===== config.mk =====
export PLATFORM = sky130hd
export DESIGN_NAME = beacon_ptt_tx_sequencer
export DESIGN_NICKNAME = d
export VERILOG_FILES = /design/src/rtl/bpts_pkg.sv /design/src/rtl/beacon_ptt_tx_sequencer.sv /design/src/rtl/bpts_step.sv
export SDC_FILE = /design/constraint.sdc
export NUM_CORES = 1
export LEC_CHECK = 0
export ABC_CLOCK_PERIOD_IN_PS = 4340
export BUFFER_PORTS_ARGS = -buffer_cell sky130_fd_sc_hd__buf_2
export CAP_MARGIN = 20
export CORE_UTILIZATION = 56
export DETAILED_ROUTE_END_ITERATION = 12
export PLACE_DENSITY_LB_ADDON = 0.2
export SLEW_MARGIN = 15
export SYNTH_ARGS = -nofsm -noshare
export SYNTH_HDL_FRONTEND = slang
export SYNTH_SLANG_ARGS = --single-unit
export TNS_END_PERCENT = 1

===== constraint.sdc =====
create_clock -name clock -period 4.34 [get_ports clock]
set_input_delay 0.868 -clock clock [delete_from_list [all_inputs] [get_ports clock]]
set_output_delay 0.868 -clock clock [all_outputs]
set_load 0.02 [all_outputs]

===== src/rtl/bpts_pkg.sv =====
// Package for the beacon push-to-talk transmit sequencer.
// Holds the request/response word types, state and register types and codes.
// No dependencies.
package bpts_pkg;

   typedef enum logic [2:0] {
      MODE_IDLE    = 3'd0,
      MODE_CHECK   = 3'd1,
      MODE_KEY_ON  = 3'd2,
      MODE_TX      = 3'd3,
      MODE_KEY_OFF = 3'd4
   } mode_type;

   typedef enum logic [2:0] {
      ST_INIT      = 3'd0,
      ST_RADIO_OK  = 3'd1,
      ST_RADIO_ERR = 3'd2,
      ST_FIX       = 3'd3,
      ST_WAIT_FIX  = 3'd4,
      ST_TX_ACTIVE = 3'd5,
      ST_TX_DONE   = 3'd6
   } status_type;

   typedef enum logic [2:0] {
      CSR_RADIO_OK       = 3'd0,
      CSR_BEACON_INTERVAL = 3'd1,
      CSR_CHANNEL_WAIT   = 3'd2,
      CSR_KEY_ON_DELAY   = 3'd3,
      CSR_KEY_OFF_DELAY  = 3'd4
   } csr_index_type;

   localparam logic [31:0] BEACON_INTERVAL_RESET = 32'd60000;
   localparam logic [31:0] CHANNEL_WAIT_RESET    = 32'd10000;
   localparam logic [15:0] KEY_ON_DELAY_RESET    = 16'd300;
   localparam logic [15:0] KEY_OFF_DELAY_RESET   = 16'd100;

   typedef struct packed {
      logic [31:0] now_ms;
      logic        channel_busy;
      logic        tx_done;
      logic        gps_fix;
      logic        frame_ok;
   } req_type;

   typedef struct packed {
      logic [2:0] mode;
      logic       key_line;
      logic       build_frame;
      logic       start_tx;
      logic       stop_tx;
      logic [2:0] status_code;
   } rsp_type;

   typedef struct packed {
      logic        radio_ok;
      logic [31:0] beacon_interval_ms;
      logic [31:0] channel_wait_ms;
      logic [15:0] key_on_delay_ms;
      logic [15:0] key_off_delay_ms;
   } cfg_type;

   typedef struct packed {
      mode_type    mode;
      logic [31:0] beacon_stamp;
      logic [31:0] phase_stamp;
      status_type  status;
      logic        key;
   } seq_state_type;

endpackage


===== src/rtl/beacon_ptt_tx_sequencer.sv =====
// Top level of the beacon push-to-talk transmit sequencer.
// Instantiates bpts_step; uses bpts_pkg.
//
// Each request word is one poll (timestamp plus busy/done/fix/frame-ok flags)
// and yields exactly one response word: mode, key line, the build/start/stop
// pulses and the status code after that poll. The block takes one word per
// clock while no response stall holds it: the word is captured in an input
// register, then one pass of compare-and-branch logic (one 32-bit wrapping
// subtract and compare per stamp) updates the sequencer state and loads the
// response register in the same edge. The response register decouples the
// two sides, so a new word is accepted while a finished response waits; a
// stalled response holds both stages and raises req_stall. Configuration
// registers are written through the csr_ port, which is always ready; write
// them only while no poll is in flight. Indexes above 4 are ignored.
module beacon_ptt_tx_sequencer
   import bpts_pkg::*;
(
   input  logic          clock,
   input  logic          reset,
   input  logic          req_valid,
   output logic          req_stall,
   input  req_type       req_data,
   output logic          rsp_valid,
   input  logic          rsp_stall,
   output rsp_type       rsp_data,
   input  logic          csr_valid,
   output logic          csr_ready,
   input  logic [2:0]    csr_index,
   input  logic [31:0]   csr_wdata
);

   logic          in_valid_ff;
   req_type       in_word_ff;
   logic          rsp_valid_ff;
   rsp_type       rsp_data_ff;
   seq_state_type state_ff;
   seq_state_type state_in;
   rsp_type       rsp_in;
   cfg_type       cfg_ff;
   logic          out_open;
   logic          advance;

   // Response register can take a word when empty or being drained
   assign out_open  = !rsp_valid_ff || !rsp_stall;
   assign advance   = in_valid_ff && out_open;
   assign req_stall = in_valid_ff && !out_open;
   assign rsp_valid = rsp_valid_ff;
   assign rsp_data  = rsp_data_ff;
   assign csr_ready = 1'b1;

   bpts_step u_step (
      .cur_state (state_ff),
      .cfg       (cfg_ff),
      .req_word  (in_word_ff),
      .nxt_state (state_in),
      .rsp_word  (rsp_in)
   );

   // Input stage: capture a word whenever the stage is free or moving on
   always_ff @(posedge clock) begin
      if (reset) begin
         in_valid_ff <= 1'b0;
      end else if (!req_stall) begin
         in_valid_ff <= req_valid;
      end
      if (req_valid && !req_stall) begin
         in_word_ff <= req_data;
      end
   end

   // Result stage and sequencer state advance together
   always_ff @(posedge clock) begin
      if (reset) begin
         rsp_valid_ff          <= 1'b0;
         state_ff.mode         <= MODE_IDLE;
         state_ff.beacon_stamp <= 32'd0;
         state_ff.phase_stamp  <= 32'd0;
         state_ff.status       <= ST_INIT;
         state_ff.key          <= 1'b0;
      end else begin
         if (out_open) begin
            rsp_valid_ff <= in_valid_ff;
         end
         if (advance) begin
            state_ff <= state_in;
         end
      end
      if (advance) begin
         rsp_data_ff <= rsp_in;
      end
   end

   // Configuration registers
   always_ff @(posedge clock) begin
      if (reset) begin
         cfg_ff.radio_ok           <= 1'b0;
         cfg_ff.beacon_interval_ms <= BEACON_INTERVAL_RESET;
         cfg_ff.channel_wait_ms    <= CHANNEL_WAIT_RESET;
         cfg_ff.key_on_delay_ms    <= KEY_ON_DELAY_RESET;
         cfg_ff.key_off_delay_ms   <= KEY_OFF_DELAY_RESET;
      end else if (csr_valid && csr_ready) begin
         case (csr_index)
            CSR_RADIO_OK:        cfg_ff.radio_ok           <= csr_wdata[0];
            CSR_BEACON_INTERVAL: cfg_ff.beacon_interval_ms <= csr_wdata;
            CSR_CHANNEL_WAIT:    cfg_ff.channel_wait_ms    <= csr_wdata;
            CSR_KEY_ON_DELAY:    cfg_ff.key_on_delay_ms    <= csr_wdata[15:0];
            CSR_KEY_OFF_DELAY:   cfg_ff.key_off_delay_ms   <= csr_wdata[15:0];
            default: begin
            end
         endcase
      end
   end

`ifndef ASSERT_OFF
   // Key line is up exactly while keying, transmitting or unkeying
   a_key_matches_mode: assert property (@(posedge clock) disable iff (reset)
      state_ff.key == ((state_ff.mode == MODE_KEY_ON) || (state_ff.mode == MODE_TX)
                       || (state_ff.mode == MODE_KEY_OFF)))
      else $error("key line out of step with mode");

   // At most one control pulse per response word
   a_one_pulse: assert property (@(posedge clock) disable iff (reset)
      rsp_valid_ff |-> $onehot0({rsp_data_ff.build_frame, rsp_data_ff.start_tx,
                                 rsp_data_ff.stop_tx}))
      else $error("more than one pulse in a response word");

   // Building the frame always enters key-on with transmitting status
   a_build_enters_key_on: assert property (@(posedge clock) disable iff (reset)
      (rsp_valid_ff && rsp_data_ff.build_frame) |->
         ((rsp_data_ff.mode == MODE_KEY_ON) && (rsp_data_ff.status_code == ST_TX_ACTIVE)
          && rsp_data_ff.key_line))
      else $error("build pulse without key-on");
`endif

endmodule


===== src/rtl/bpts_step.sv =====
// Next-state and response logic for one poll of the transmit sequencer.
// Purely combinational; uses bpts_pkg.
module bpts_step
   import bpts_pkg::*;
(
   input  seq_state_type cur_state,
   input  cfg_type       cfg,
   input  req_type       req_word,
   output seq_state_type nxt_state,
   output rsp_type       rsp_word
);

   logic [31:0] since_beacon;
   logic [31:0] since_phase;
   logic        build;
   logic        start;
   logic        stop;

   // Wrapping elapsed time against both stamps
   assign since_beacon = req_word.now_ms - cur_state.beacon_stamp;
   assign since_phase  = req_word.now_ms - cur_state.phase_stamp;

   always_comb begin
      nxt_state = cur_state;
      build     = 1'b0;
      start     = 1'b0;
      stop      = 1'b0;

      case (cur_state.mode)
         MODE_IDLE: begin
            if (!cfg.radio_ok) begin
               nxt_state.status = ST_RADIO_ERR;
            end else if (req_word.gps_fix) begin
               nxt_state.status = ST_FIX;
            end else begin
               nxt_state.status = ST_WAIT_FIX;
            end
            if (cfg.radio_ok && (since_beacon >= cfg.beacon_interval_ms)) begin
               nxt_state.mode        = MODE_CHECK;
               nxt_state.phase_stamp = req_word.now_ms;
            end
         end
         MODE_CHECK: begin
            if (!req_word.channel_busy) begin
               if (req_word.frame_ok) begin
                  build                 = 1'b1;
                  nxt_state.key         = 1'b1;
                  nxt_state.status      = ST_TX_ACTIVE;
                  nxt_state.mode        = MODE_KEY_ON;
                  nxt_state.phase_stamp = req_word.now_ms;
               end else begin
                  nxt_state.beacon_stamp = req_word.now_ms;
                  nxt_state.mode         = MODE_IDLE;
               end
            end else if (since_phase >= cfg.channel_wait_ms) begin
               // give up on a busy channel
               nxt_state.beacon_stamp = req_word.now_ms;
               nxt_state.mode         = MODE_IDLE;
            end
         end
         MODE_KEY_ON: begin
            if (since_phase >= {16'd0, cfg.key_on_delay_ms}) begin
               start          = 1'b1;
               nxt_state.mode = MODE_TX;
            end
         end
         MODE_TX: begin
            if (req_word.tx_done) begin
               stop                  = 1'b1;
               nxt_state.status      = ST_TX_DONE;
               nxt_state.mode        = MODE_KEY_OFF;
               nxt_state.phase_stamp = req_word.now_ms;
            end
         end
         MODE_KEY_OFF: begin
            if (since_phase >= {16'd0, cfg.key_off_delay_ms}) begin
               nxt_state.key          = 1'b0;
               nxt_state.beacon_stamp = req_word.now_ms;
               nxt_state.mode         = MODE_IDLE;
            end
         end
         default: begin
            nxt_state.mode = MODE_IDLE;
         end
      endcase

      rsp_word.mode        = nxt_state.mode;
      rsp_word.key_line    = nxt_state.key;
      rsp_word.build_frame = build;
      rsp_word.start_tx    = start;
      rsp_word.stop_tx     = stop;
      rsp_word.status_code = nxt_state.status;
   end

endmodule

==> run_results.csv <==
group,metric,value,unit
finish,multi_input_area,8850,um2
cts,cts_tree,"done",
floorplanning,die_area,25900,um2
critical_path,setup.worst_path.end_class,"flip-flop",
cts,clkLatencyLatePin,540,ps
floorplanning,rows,57,
sta,period_minus_slack,4860,ps
yosys,async_flop_share,0,
routing,via_per_inst,5.56,
sta,hold_viol_final,0,
yosys,ys_warn_count,0,
sta,rsz0062_at_grt,"yes",
cts,cts_root_buffer,"clkbuf_16",
worst_hold_path,min_path_type,"reg -> reg",
flow_run,max_cap_violations,0,
routing,vias,12700,
placement,place_congestion,0.918,
cts,cts.sinks,216,
grt,grt_max_degree,112,
floorplanning,die_h,161,um
grt,grt_pass1_vias,12400,
yosys,avgSynthCellArea,8.24,um2
sta,setup_viol,66,
routing,dr.pass1.iters,5,
routing,drt_wl_total,36.6,mm
finish,regArea,4780,um2
cts,htreeDepth,1,
routing,drc_errors,0,
sta,maxSlewViolCount,0,
cts,cts_made_buffers,24,
routing,ant_nets,0,
yosys,syn_nets,1955,
yosys,ys.flop_type,"dfxtp_1",
critical_path,arrival,5310,ps
critical_path,cp_top_family,"compound AO/OA/AOI/OAI gates",
run_status,status,"finished, violations left",
grt,grt_first_pass_wirelength,58.7,mm
power_and_ir_drop,p_leak,6.98,nW
cts,clockBufferDepth,3,
sta,setup_ws,-516,ps
yosys,yosysSeqAreaShare,0.338,
critical_path,crit_buf_inv,4,
finish,n_antenna_cell,0,
grt,grt_antenna_before_repair,0,
finish,drive_above_1_share,0.202,
placement,io_buffers,87,
power_and_ir_drop,pwr_density_cell,315,nW/um2
finish,final_nets,2176,
power_and_ir_drop,vdd.ir_drop.worst,0.000324,V
yosys,ys_types,79,
placement,dp.cells,2214,
run_status,violations,"setup timing",
grt,grt_overflow,0,
sta,fin_crit_sh,1.12,
finish,fillers,1982,
critical_path,crit_path_start_kind,"flip-flop",
routing,wl_per_cell,16.0,um
critical_path,crit_top_cell,"a21o_1",
finish,stdcell_count,2282,
cts,clk_pin_slew_worst_paths,60,ps
floorplanning,start_util,0.576,
yosys,syn_area,14200,um2
floorplanning,core_area,24600,um2
placement,preCtsSetupSlack,-524,ps
finish,area_growth,23.5,%
sta,worst_pin_slew,1080,ps
floorplanning,die_x,161,um
sta,clock_skew,20.3,ps
sta,max_freq,206,MHz
yosys,synth_edf_count,46,
grt,track_usage,0.277,
sta,slew_headroom,0.283,
critical_path,crit_path_max_fanout,7,
critical_path,crit_required,4790,ps
placement,hpwl,26.6,mm
floorplanning,boundaryPins,89,
yosys,yosys_register_bits,216,
routing,drtIter0Drc,694,
critical_path,critPathKind,"reg -> reg",
yosys,syn_inst,1719,
critical_path,slowest_stage,"fa_2",
critical_path,max_stage_delay,410,ps
cts,cts_hold_buf,0,
final timing paths:
path / start / endpoint / slack, ps / cells past startpoint
setup / recovery: in_word_ff[4] / state_ff[16] / -520 / 26
hold reg to reg: cfg_ff[12] / cfg_ff[12] / 450 / 2
setup reg to reg: in_word_ff[4] / state_ff[16] / -520 / 26
hold / removal: cfg_ff[12] / cfg_ff[12] / 450 / 2
where the power goes:
part / switching (mW) / internal, mW / total (mW) / leakage (nW)
combinational: 0.611 / 0.542 / 1.15 / 4.73
clock: 0.864 / 1.35 / 2.21 / 0.429
sequential: 0.0429 / 2.11 / 2.15 / 1.82
total: 1.52 / 4.00 / 5.51 / 6.98
sequential cells by signal, summed over array words and instances (netlist names):
name / flops
cfg_ff: 97
rsp_valid: 1
state_ff: 71
in_word_ff: 36
rsp_data: 10
in_valid_ff: 1
per-layer routing:
metal | global-route usage | share of wire
met1 | 0.316 | 0.41
met2 | 0.518 | 0.52
met3 | 0.0311 | 0.033
met4 | 0.117 | 0.041
met5 | 0 | 0
cells in the final DEF, fill, tap and decap left out, drive strengths merged, types with 41 or more instances in the layout:
cell type	count
nor2	76
ha	158
dfxtp	170
buf	267
a21oi	198
o21ai	55
nand3	47
nand2	235
nand2b	114
edfxtp	46
a21o	51
inv	171
xnor2	41
worst min-delay path, cell delays in order, from the launching register on:
cell and delay [ps]:
dfxtp_1 310, nand2_1 50, a21oi_1 50
stage by stage:
stage / setup TNS [ps] / area, um2 / hold slack, ps / total power, mW / util
2_1_floorplan: 0 / 14200 / 436 / 2.87 / -
3_3_place_gp: -20130 / 16000 / 443 / 3.24 / 0.649
3_5_place_dp: -27050 / 16000 / 447 / 3.27 / 0.649
4_1_cts: -14480 / 17300 / 455 / 5.52 / 0.705
5_1_grt: -38400 / 17500 / 471 / 5.75 / 0.711
6_report: -21140 / 17500 / 454 / 5.51 / 0.711
area by class of cell:
type | instances | share of cell area
well taps | 324 | 0.0232
clock buffers | 35 | 0.0438
clock inverters | 9 | 0.00579
repair buffers | 268 | 0.111
inverters | 172 | 0.0369
flip-flops and latches | 216 | 0.273
multi-input cells | 1258 | 0.506
cells in the mapped netlist (all sizes together), types with 13 or more instances:
library cell | number | area (um2)
o21a | 19 | 143
xor2 | 17 | 149
nand4 | 24 | 150
nor3 | 13 | 65.1
nand3 | 47 | 235
inv | 171 | 642
a211o | 14 | 123
nand2b | 114 | 713
mux2i | 35 | 350
a21o | 51 | 383
nand3b | 15 | 113
a211oi | 15 | 123
nor2 | 76 | 285
o21ai | 55 | 275
clkbuf | 65 | 244
nand2 | 235 | 885
nor2b | 14 | 87.6
a21oi | 198 | 1010
dfxtp | 170 | 3400
ha | 158 | 1980
xnor2 | 41 | 359
edfxtp | 46 | 1380
what timing repair did:
action | CTS | global route
setup buffers | 19 | 2
pin swaps | 35 | 18
endpoints found under the setup margin | 66 | 70
cloned | 3 | 0
resized for setup | 53 | 26
cell families after synthesis:
family	Yosys count	synth area share
xor gates and xnor gates	58	0.0358
DFF	216	0.338
AOI/OAI and AO/OA	422	0.190
muxes	36	0.0255
buffers and inverters	245	0.0676
and+or+nand+nor	581	0.201
adders and majority gates	160	0.142
other	1	0.000265
No activity file was read; power rests on OpenSTA's default activity.
